### src/rmsd_pkg.sv
// Shared widths, limits and control types for the RMSD core.
// No dependencies; imported by every module of the block.
`default_nettype none

package rmsd_pkg;

  localparam int SUM_W     = 62;  // squared-distance sum, 20 fraction bits
  localparam int DEV_W     = 25;  // deviation output, 10 fraction bits
  localparam int CNT_OUT_W = 11;  // reported pair count
  localparam int ROOT_W    = SUM_W / 2;

  localparam logic [SUM_W-1:0] SUM_MAX = '1;
  localparam logic [DEV_W-1:0] DEV_MAX = '1;

  // Control from the sequencer to the squared-distance accumulator
  typedef struct packed {
    logic start;  // latch coordinates and run one pair
    logic clear;  // zero the running sum
  } acc_ctrl_t;

endpackage

`default_nettype wire

### src/rmsd_sqacc.sv
// Squared-distance accumulator: one shared subtract/multiply/add path used
// once per axis, adding the squared distance of a point pair to the sum.
// Depends on rmsd_pkg.
`default_nettype none

module rmsd_sqacc #(
  parameter int COORD_BITS = 24
) (
  input  wire                          clk,
  input  wire                          rst,
  input  wire rmsd_pkg::acc_ctrl_t     ctrl,
  input  wire signed [COORD_BITS-1:0]  ref_x,
  input  wire signed [COORD_BITS-1:0]  ref_y,
  input  wire signed [COORD_BITS-1:0]  ref_z,
  input  wire signed [COORD_BITS-1:0]  pos_x,
  input  wire signed [COORD_BITS-1:0]  pos_y,
  input  wire signed [COORD_BITS-1:0]  pos_z,
  output logic [rmsd_pkg::SUM_W-1:0]   square_sum,
  output logic                         done
);
  import rmsd_pkg::*;

  localparam int DW = COORD_BITS + 1;
  localparam int PW = 2 * DW;
  localparam int AW = ((PW > SUM_W) ? PW : SUM_W) + 1;
  localparam logic [2:0] LAST_STEP = 3'd4;

  logic signed [COORD_BITS-1:0] rx, ry, rz, px, py, pz;
  logic signed [COORD_BITS-1:0] ref_sel, pos_sel;
  logic signed [DW-1:0]         diff;
  logic [DW-1:0]                mag;
  logic [DW-1:0]                mag_q;
  logic [PW-1:0]                prod_next;
  logic [PW-1:0]                prod_q;
  logic [AW-1:0]                total;
  logic [SUM_W-1:0]             square_sum_next;
  logic                         active;
  logic [2:0]                   step;

  // step n loads axis n, squares axis n-1, adds axis n-2
  always_comb begin
    case (step)
      3'd0:    begin ref_sel = rx; pos_sel = px; end
      3'd1:    begin ref_sel = ry; pos_sel = py; end
      default: begin ref_sel = rz; pos_sel = pz; end
    endcase
  end

  assign diff      = DW'(pos_sel) - DW'(ref_sel);
  assign mag       = diff[DW-1] ? DW'(-diff) : DW'(diff);
  assign prod_next = PW'(mag_q) * PW'(mag_q);
  assign total     = AW'(square_sum) + AW'(prod_q);
  assign square_sum_next = (total > AW'(SUM_MAX)) ? SUM_MAX : total[SUM_W-1:0];

  always_ff @(posedge clk) begin
    if (rst) begin
      active     <= 1'b0;
      step       <= '0;
      done       <= 1'b0;
      square_sum <= '0;
    end else begin
      done <= 1'b0;
      if (ctrl.start) begin
        active <= 1'b1;
        step   <= '0;
      end else if (active) begin
        if (step >= 3'd2) begin
          square_sum <= square_sum_next;
        end
        if (step == LAST_STEP) begin
          active <= 1'b0;
          done   <= 1'b1;
        end else begin
          step <= step + 3'd1;
        end
      end else if (ctrl.clear) begin
        square_sum <= '0;
      end
    end
  end

  always_ff @(posedge clk) begin
    if (ctrl.start) begin
      rx <= ref_x; ry <= ref_y; rz <= ref_z;
      px <= pos_x; py <= pos_y; pz <= pos_z;
    end
    if (active && step < 3'd3) begin
      mag_q <= mag;
    end
    if (active && step >= 3'd1 && step <= 3'd3) begin
      prod_q <= prod_next;
    end
  end

endmodule

`default_nettype wire

### src/rmsd_divsqrt.sv
// Shared compare/subtract unit: restoring division of the sum by the pair
// count, one quotient bit a cycle, then digit-by-digit square root of the
// quotient, one root bit a cycle. Depends on rmsd_pkg.
`default_nettype none

module rmsd_divsqrt #(
  parameter int CW = 11
) (
  input  wire                         clk,
  input  wire                         rst,
  input  wire                         start,
  input  wire [rmsd_pkg::SUM_W-1:0]   dividend,
  input  wire [CW-1:0]                divisor,
  output logic [rmsd_pkg::ROOT_W-1:0] root,
  output logic                        done
);
  import rmsd_pkg::*;

  localparam int SW     = ((CW + 1) > (ROOT_W + 3)) ? (CW + 1) : (ROOT_W + 3);
  localparam int ITER_W = $clog2(SUM_W);

  typedef enum logic [1:0] {
    M_IDLE,
    M_DIV,
    M_SQRT
  } mode_t;

  mode_t             mode;
  logic [SUM_W-1:0]  work;
  logic [SW-1:0]     rem;
  logic [CW-1:0]     dvsr;
  logic [ITER_W-1:0] iter;
  logic [SW-1:0]     shifted;
  logic [SW-1:0]     trial;
  logic [SW:0]       delta;
  logic              ge;

  always_comb begin
    if (mode == M_SQRT) begin
      shifted = {rem[SW-3:0], work[SUM_W-1 -: 2]};
      trial   = {{(SW-ROOT_W-2){1'b0}}, root, 2'b01};
    end else begin
      shifted = {rem[SW-2:0], work[SUM_W-1]};
      trial   = {{(SW-CW){1'b0}}, dvsr};
    end
  end

  assign delta = {1'b0, shifted} - {1'b0, trial};
  assign ge    = ~delta[SW];

  always_ff @(posedge clk) begin
    if (rst) begin
      mode <= M_IDLE;
      iter <= '0;
      done <= 1'b0;
    end else begin
      done <= 1'b0;
      case (mode)
        M_IDLE: begin
          if (start) begin
            mode <= M_DIV;
            iter <= '0;
          end
        end
        M_DIV: begin
          if (iter == ITER_W'(SUM_W - 1)) begin
            mode <= M_SQRT;
            iter <= '0;
          end else begin
            iter <= iter + ITER_W'(1);
          end
        end
        M_SQRT: begin
          if (iter == ITER_W'(ROOT_W - 1)) begin
            mode <= M_IDLE;
            done <= 1'b1;
          end else begin
            iter <= iter + ITER_W'(1);
          end
        end
        default: mode <= M_IDLE;
      endcase
    end
  end

  // datapath; the quotient replaces the dividend in work, bit by bit
  always_ff @(posedge clk) begin
    case (mode)
      M_IDLE: begin
        if (start) begin
          work <= dividend;
          dvsr <= divisor;
          rem  <= '0;
        end
      end
      M_DIV: begin
        work <= {work[SUM_W-2:0], ge};
        if (iter == ITER_W'(SUM_W - 1)) begin
          rem  <= '0;
          root <= '0;
        end else begin
          rem <= ge ? delta[SW-1:0] : shifted;
        end
      end
      M_SQRT: begin
        work <= {work[SUM_W-3:0], 2'b00};
        rem  <= ge ? delta[SW-1:0] : shifted;
        root <= {root[ROOT_W-2:0], ge};
      end
      default: ;
    endcase
  end

endmodule

`default_nettype wire

### src/coordinate_rmsd_core.sv
// RMSD core: root mean square deviation over a set of paired 3D points.
// Input channel item_valid/item_ready carries one reference point and one
// test point (signed, 10 fraction bits) plus last_pair. Output channel
// result_valid/result_ready carries deviation, pair_count and overflowed,
// one result per set, started by the transfer of the pair marked last.
// A pair that is counted runs through the squared-distance unit (one
// subtract, one multiply and one add per axis through a three-stage path);
// item_ready is low meanwhile. A pair arriving with the count already at
// MAX_ATOMS only sets the overflow flag and is not accumulated.
// On the last pair the shared compare/subtract unit runs 62 division steps
// and 31 square-root steps; the result then goes to an output register.
// The next set is accepted while a result waits in that register. If the
// receiver stalls with a result still held when the next one is ready, the
// core waits with item_ready low.
// Synchronous reset clears the sum, the count, the overflow flag and the
// output valid; no clearing pass is needed.
// Depends on rmsd_pkg, rmsd_sqacc, rmsd_divsqrt.
`default_nettype none

module coordinate_rmsd_core #(
  parameter int MAX_ATOMS  = 1024,
  parameter int COORD_BITS = 24
) (
  input  wire                              clk,
  input  wire                              rst,
  input  wire                              item_valid,
  output logic                             item_ready,
  input  wire signed [COORD_BITS-1:0]      ref_x,
  input  wire signed [COORD_BITS-1:0]      ref_y,
  input  wire signed [COORD_BITS-1:0]      ref_z,
  input  wire signed [COORD_BITS-1:0]      pos_x,
  input  wire signed [COORD_BITS-1:0]      pos_y,
  input  wire signed [COORD_BITS-1:0]      pos_z,
  input  wire                              last_pair,
  output logic                             result_valid,
  input  wire                              result_ready,
  output logic [rmsd_pkg::DEV_W-1:0]       deviation,
  output logic [rmsd_pkg::CNT_OUT_W-1:0]   pair_count,
  output logic                             overflowed
);
  import rmsd_pkg::*;

  localparam int CW = $clog2(MAX_ATOMS + 1);
  localparam logic [CW-1:0] MAX_CNT = CW'(MAX_ATOMS);

  typedef enum logic [1:0] {
    ST_IDLE,
    ST_ACCUM,
    ST_DIV,
    ST_HOLD
  } state_t;

  state_t              state;
  logic [CW-1:0]       pairs_seen;
  logic                count_overflow;
  logic                last_q;
  logic                accept;
  logic                full;
  acc_ctrl_t           acc_ctrl;
  logic [SUM_W-1:0]    square_sum;
  logic                acc_done;
  logic                ds_start;
  logic [ROOT_W-1:0]   root;
  logic                ds_done;
  logic                out_free;
  logic [CW+CNT_OUT_W-1:0] count_ext;
  logic [DEV_W-1:0]    deviation_next;

  assign item_ready = (state == ST_IDLE);
  assign accept     = item_valid && item_ready;
  assign full       = (pairs_seen == MAX_CNT);
  assign out_free   = !result_valid || result_ready;

  assign acc_ctrl.start = accept && !full;
  assign acc_ctrl.clear = (state == ST_HOLD) && out_free;
  assign ds_start = (accept && full && last_pair) ||
                    ((state == ST_ACCUM) && acc_done && last_q);

  assign count_ext      = {{CNT_OUT_W{1'b0}}, pairs_seen};
  assign deviation_next = (|root[ROOT_W-1:DEV_W]) ? DEV_MAX : root[DEV_W-1:0];

  rmsd_sqacc #(
    .COORD_BITS(COORD_BITS)
  ) u_sqacc (
    .clk        (clk),
    .rst        (rst),
    .ctrl       (acc_ctrl),
    .ref_x      (ref_x),
    .ref_y      (ref_y),
    .ref_z      (ref_z),
    .pos_x      (pos_x),
    .pos_y      (pos_y),
    .pos_z      (pos_z),
    .square_sum (square_sum),
    .done       (acc_done)
  );

  rmsd_divsqrt #(
    .CW(CW)
  ) u_divsqrt (
    .clk      (clk),
    .rst      (rst),
    .start    (ds_start),
    .dividend (square_sum),
    .divisor  (pairs_seen),
    .root     (root),
    .done     (ds_done)
  );

  always_ff @(posedge clk) begin
    if (rst) begin
      state          <= ST_IDLE;
      pairs_seen     <= '0;
      count_overflow <= 1'b0;
      last_q         <= 1'b0;
      result_valid   <= 1'b0;
    end else begin
      if (state == ST_HOLD && out_free) begin
        result_valid <= 1'b1;
      end else if (result_valid && result_ready) begin
        result_valid <= 1'b0;
      end
      case (state)
        ST_IDLE: begin
          if (accept) begin
            last_q <= last_pair;
            if (full) begin
              count_overflow <= 1'b1;
              if (last_pair) begin
                state <= ST_DIV;
              end
            end else begin
              pairs_seen <= pairs_seen + CW'(1);
              state      <= ST_ACCUM;
            end
          end
        end
        ST_ACCUM: begin
          if (acc_done) begin
            state <= last_q ? ST_DIV : ST_IDLE;
          end
        end
        ST_DIV: begin
          if (ds_done) begin
            state <= ST_HOLD;
          end
        end
        ST_HOLD: begin
          if (out_free) begin
            deviation      <= deviation_next;
            pair_count     <= count_ext[CNT_OUT_W-1:0];
            overflowed     <= count_overflow;
            pairs_seen     <= '0;
            count_overflow <= 1'b0;
            state          <= ST_IDLE;
          end
        end
        default: state <= ST_IDLE;
      endcase
    end
  end

  a_count_bound: assert property (@(posedge clk) disable iff (rst)
    pairs_seen <= MAX_CNT)
    else $error("pair count beyond limit");

  a_ovf_full: assert property (@(posedge clk) disable iff (rst)
    count_overflow |-> full)
    else $error("overflow flag set with count below limit");

  a_acc_done_state: assert property (@(posedge clk) disable iff (rst)
    acc_done |-> state == ST_ACCUM)
    else $error("accumulator finished outside accumulate state");

  a_ds_done_state: assert property (@(posedge clk) disable iff (rst)
    ds_done |-> state == ST_DIV)
    else $error("divide/sqrt finished outside divide state");

  a_result_load: assert property (@(posedge clk) disable iff (rst)
    (state == ST_HOLD && out_free) |=> result_valid && pairs_seen == '0)
    else $error("result load did not clear the set");

endmodule

`default_nettype wire
### config.mk
export PLATFORM = sky130hd
export DESIGN_NAME = coordinate_rmsd_core
export DESIGN_NICKNAME = d
export VERILOG_FILES = /design/src/rmsd_pkg.sv /design/src/rmsd_sqacc.sv /design/src/rmsd_divsqrt.sv /design/src/coordinate_rmsd_core.sv
export SDC_FILE = /design/constraint.sdc
export NUM_CORES = 2
export LEC_CHECK = 0
export BUFFER_PORTS_ARGS = -buffer_cell sky130_fd_sc_hd__buf_2
export CORE_MARGIN = 2
export CORE_UTILIZATION = 58
export CTS_CLUSTER_SIZE = 40
export DETAILED_ROUTE_END_ITERATION = 12
export HOLD_SLACK_MARGIN = 0.15
export PLACE_DENSITY = 0.85
export SYNTH_ARGS = -nofsm -noshare
export SYNTH_HDL_FRONTEND = slang
export SYNTH_SLANG_ARGS = --single-unit
### constraint.sdc
create_clock -name clk -period 7.3 [get_ports clk]
set_input_delay 0.73 -clock clk [delete_from_list [all_inputs] [get_ports clk]]
set_output_delay 0.73 -clock clk [all_outputs]
set_load 0.02 [all_outputs]
# After elaboration in Yosys (flattened, before gate mapping)
# Index checks and enable logic that the tools add are counted.
# Widths: inputs -> output; s select.
[word_totals] reg_bits=485 inputBits=149 output_inout_bits=39 wordCells=156
[op_classes] n_addsub=7 mul=1 order_cmp=5 n_eq_ne=22 n_mux=48 bitwise=6 n_reduce_logical=39
[ops] op="$mux 62" count=5
[ops] op="$pmux 62 s3" count=1
[ops] op="$mux 33" count=4
[ops] op="$pmux 33 s3" count=1
[ops] op="$pmux 24 s2" count=2
[ops] op="$add 62x50->63" count=1
[ops] op="$gt 63x62->1 const B" count=1
[ops] op="$pmux 31 s2" count=1
[ops] op="$mul 25x25->50" count=1
[ops] op="$sub 34x33->35" count=1
[ops] op="$mux 34" count=1
[ops] op="$mux 11" count=3
[ops] op="$mux 31" count=1
[ops] op="$neg 25->25" count=1
[ops] op="$sub 24x24->25" count=1
[ops] op="$mux 24" count=1
[ops] op="$pmux 11 s2" count=1
[ops] op="$mux 2" count=10
[ops] op="$mux 6" count=3
[ops] op="$pmux 6 s3" count=1
[ops] op="$ne 2x2->1 const B" count=6
[ops] op="$reduce_and 3->1" count=4
[ops] op="$add 11x1->11 const B" count=1
[ops] op="$eq 11x11->1 const B" count=1
[ops] op="32 further kinds" count=75

# Logic depth before layout (Yosys ltp)
[depth] depth_word=7 ltp_mapped=29 depth_no_buf=27

# Modules after synthesis
# A second synthesis with hierarchy kept.
[unflattened] cells_unflattened=4433 area_unflattened_um2=43620.6
[modules_own_cells] mod="rmsd_sqacc" instances=1 cells_each=3339 area_each_um2=32351.0 seq_area_each_um2=7887.6
[modules_own_cells] mod="rmsd_divsqrt" instances=1 cells_each=908 area_each_um2=9012.4 seq_area_each_um2=4294.1
[modules_own_cells] mod="coordinate_rmsd_core" instances=1 cells_each=186 area_each_um2=2257.2 seq_area_each_um2=1431.4

# Worst setup path before layout
# OpenSTA, ideal clock, no wires.
[synth_timing] kind="register to register" start="reg u_sqacc.mag_q[2]" end="reg u_sqacc.prod_q[46] (data pin)" setup_time_ns=0.263 arrival_time_ns=6.944 required_time_ns=7.037 setup_slack_ns=0.094 stages_incl_launch_ff=28 n_path_buf=2 synth_period_minus_slack_ns=7.206 cell_sequence="edfxtp_1 > clkbuf_1 > buf_1 > nand2_1 > fa_1 > inv_1 > fa_1 > inv_1 > fa_1 > inv_1 > fa_1 > inv_1 > fa_1 > inv_1 > fa_1 > inv_1 > fa_1 > inv_1 > ha_1 > a211oi_1 > o221ai_1 > a41o_1 > a22oi_1 > o21ba_2 > o21a_1 > o21ai_1 > a311oi_1 > xnor2_1"
[synth_between] elab_chain_cells=1
[synth_rtl] item="start: declaration" line_no="rmsd_sqacc.sv:32" rtl="logic [DW-1:0] mag_q;"
[synth_rtl] item="start signal: assignment" line_no="rmsd_sqacc.sv:88" rtl="mag_q <= mag;"
[synth_rtl] item="$mul 25x25->50" line_no="rmsd_sqacc.sv:51" rtl="assign prod_next = PW'(mag_q) * PW'(mag_q);"
[synth_rtl] item="net u_sqacc.prod_next[46]" line_no="rmsd_sqacc.sv:33" rtl="logic [PW-1:0] prod_next;"
[synth_rtl] item="end signal: assignment" line_no="rmsd_sqacc.sv:91" rtl="prod_q <= prod_next;"
[synth_rtl] item="end: declaration" line_no="rmsd_sqacc.sv:34" rtl="logic [PW-1:0] prod_q;"
# The timed path passes the listed nets, and every way through them passes these cells.
# A chain may end at the register's enable or synchronous reset.

# Worst setup path in the final report
[layout_timing] start="reg u_sqacc.mag_q[11]" end="reg u_sqacc.prod_q[46] (data pin)"
# The elaborated chain is that of the path after synthesis.

==> summary.txt <==
Run status
  – Outcome: complete, no violations

Critical path
  – Reg-to-reg critical path startpoint: u_sqacc.mag_q[11]
  – CP endpoint kind: flip-flop
  – Worst setup SP type: flip-flop
  – Reg2reg path depth: 27
  – CP Max Fanout: 6
  – Worst setup path category: reg -> reg
  – R2R setup slack: 0.14 ns
  – Crit path from: u_sqacc.mag_q[11]
  – WP data arrival: 7.56 ns
  – Data required time of the worst path: 7.71 ns
  – RR Endpoint: u_sqacc.prod_q[46]

Route
  – Number of DRC markers in iteration 0: 2719
  – Post-Route WL: 100000 um
  – WL met2: 50100 um
  – Max Used Layer: met4
  – WL per Instance: 18.3 um
  – Via Count: 31700
  – Met3 Wirelength: 7200 um
  – Drt drc: 0
  – Routed Antenna Nets: 0
  – Vias/cell: 5.79
  – Routed metal-1 wire length: 39300 um
  – Total iterations of the first detailed-routing run: 6

Synthesis
  – Synth top area cells: edfxtp_1, fa_1, ha_1
  – Cell Area, Synth: 42800 um2
  – Cell with the most instances after synthesis: inv_1
  – Syn Nets: 5226
  – Synth warn: 0
  – Number of synthesized flops with an enable pin: 392
  – Count of cell types in the netlist: 86
  – Gate Count Post-Synth: 4298
  – Seq cells post-synth: 484
  – Syn avg cell area: 9.96 um2
  – Async set or reset register ratio after synthesis: 0
  – Yosys top cell area share: 0.275
  – Most frequent cells after synthesis: inv_1, fa_1, nand2_1
  – Ys flop type: edfxtp_1
  – Seq/Total Area, Yosys: 0.318
  – Area leader, netlist: edfxtp_1

Placement
  – # port buffers: 187
  – Placed cell count: 5359
  – Final HPWL DP: 76900 um
  – Final RePlAce weighted congestion: 0.943

CTS
  – CTS H-tree depth: 2
  – Clock sinks: 484
  – # hold bufs at CTS: 0
  – Number of CTS-inserted buffers: 51
  – Worst-case clock buffer depth: 3
  – Root buf cell: clkbuf_16
  – CTS tree: done
  – Worst skew pair latency: 0.65 ns
  – Worst-path clk slew: 0.08 ns

Floorplan
  – Chip height: 276 um
  – Num ports: 188
  – Row count: 99
  – Initial Util: 0.587
  – Die ar.: 76000 um2
  – Total core area: 73000 um2
  – Die Wd: 276 um

GRT
  – Total GRT Usage: 0.265
  – Initial antenna violation count: 2
  – Vias in the first global route: 32600
  – GRT overflow: 0
  – First-pass GRT wire length: 162000 um
  – Pin count of the biggest net entering global routing: 95

Cells and area
  – Post-Layout Cell Count: 5480
  – Share of cells above drive strength 1: 0.115
  – Filler cells: 5237
  – Area occupied by multi-input gates: 26200 um2
  – Area Growth Syn to Fin: 10.5%
  – Final net count: 5404
  – FF/Latch Area: 13600 um2
  – Final Core Density: 0.648

Job
  – Max_cap viols: 0

Timing
  – Minimum clock period: 7.16 ns
  – Worst-Margin Slew: 1.10 ns
  – Period utilization: 0.981
  – Final count of negative-setup-slack endpoints: 0
  – F_max: 140 MHz
  – Layout Skew: 0.0759 ns
  – Final hold viol count: 0
  – Slew Viols, Final: 0
  – Max-slew headroom: 0.267

Hold path
  – Hold Path End: u_sqacc.ry[1]
  – Hold_sp: ref_y[1]
  – Worst Hold Class: in -> reg
  – Hold path depth: 1
==> routing by layer <==
metal / vias up / track usage
met1: 15500 / 0.330
met2: 1338 / 0.466
met3: 256 / 0.0423
met5: - / 0
li1: 14700 / -
met4: 0 / 0.0959
==> worst max-delay path: stages (launching register included) <==
cell      delay (ns)
edfxtp_1        0.45
buf_4           0.20
buf_4           0.17
and2_1          0.17
fa_1            0.46
fa_1            0.53
inv_1           0.05
fa_1            0.53
inv_1           0.05
fa_1            0.51
inv_1           0.07
fa_1            0.54
inv_1           0.05
fa_1            0.47
inv_1           0.05
fa_1            0.48
inv_1           0.04
ha_1            0.30
a211oi_2        0.25
o221ai_1        0.16
a41o_1          0.27
a22oi_2         0.19
buf_4           0.17
o21ba_2         0.18
o21a_1          0.16
o21ai_1         0.11
a311oi_1        0.28
xnor2_1         0.10
==> timing repair <==
| action | in CTS | in global routing |
|---|---|---|
| gates resized for setup | 1 | 36 |
| pin swaps | 0 | 7 |
| setup buffers | 0 | 23 |
| setup endpoints to repair | 1 | 16 |
| gates cloned | 0 | 0 |
==> through the flow <==
stage	TNS, ns	instance area, um2	setup slack [ns]	hold slack, ns
2_1_floorplan	0	42800	0.0935	0.409
3_3_place_gp	0	45100	0.149	0.423
3_5_place_dp	-0.0750	45100	-0.0616	0.443
4_1_cts	0	46900	0.0194	0.236
5_1_grt	-0.0198	47300	-0.00891	0.239
6_report	0	47300	0.142	0.254
==> state kept, by name (all words and copies together), names as in the netlist, 25 cells and up <==
name	cells
u_divsqrt.rem	33
u_divsqrt.root	31
deviation	25
u_sqacc.square_sum	62
u_sqacc.prod_q	49
u_sqacc.mag_q	25
u_divsqrt.work	62
==> cells by family after synthesis <==
group,synth area share
xor+xnor,0.0358
flops,0.318
mux,0.0102
compound gates,0.128
buf+inv,0.0771
simple gates,0.121
fa+ha+maj,0.310
==> layout by cell type, fill, tap and decap left out, types with 118 or more instances in the layout <==
| cell | n |
|---|---|
| a21oi_1 | 286 |
| xnor2_1 | 118 |
| and2_1 | 174 |
| inv_1 | 698 |
| nand2_1 | 436 |
| ha_1 | 304 |
| edfxtp_1 | 392 |
| nor2_1 | 191 |
| fa_1 | 468 |
| buf_2 | 187 |
| o21ai_0 | 142 |
==> cell type report <==
cell class,count,area share
clock buffers,60,0.0283
repair buffers,303,0.0392
multi-input cells,2937,0.553
flip-flops and latches,484,0.288
well taps,959,0.0254
inverters,699,0.0555
clock inverters,35,0.0105
diodes,3,0.000159
==> worst max path at each step <==
stage                              end  cells after the start
finish              u_sqacc.prod_q[46]                     27
global route        u_sqacc.prod_q[46]                     27
CTS                 u_sqacc.prod_q[48]                     25
detailed placement  u_sqacc.prod_q[48]                     27
global placement    u_sqacc.prod_q[48]                     25
floorplan           u_sqacc.prod_q[46]                     27
Power is left out: the tool's default activity adds up to more than one toggle a clock period on the data nets, which glitch-free logic cannot reach.
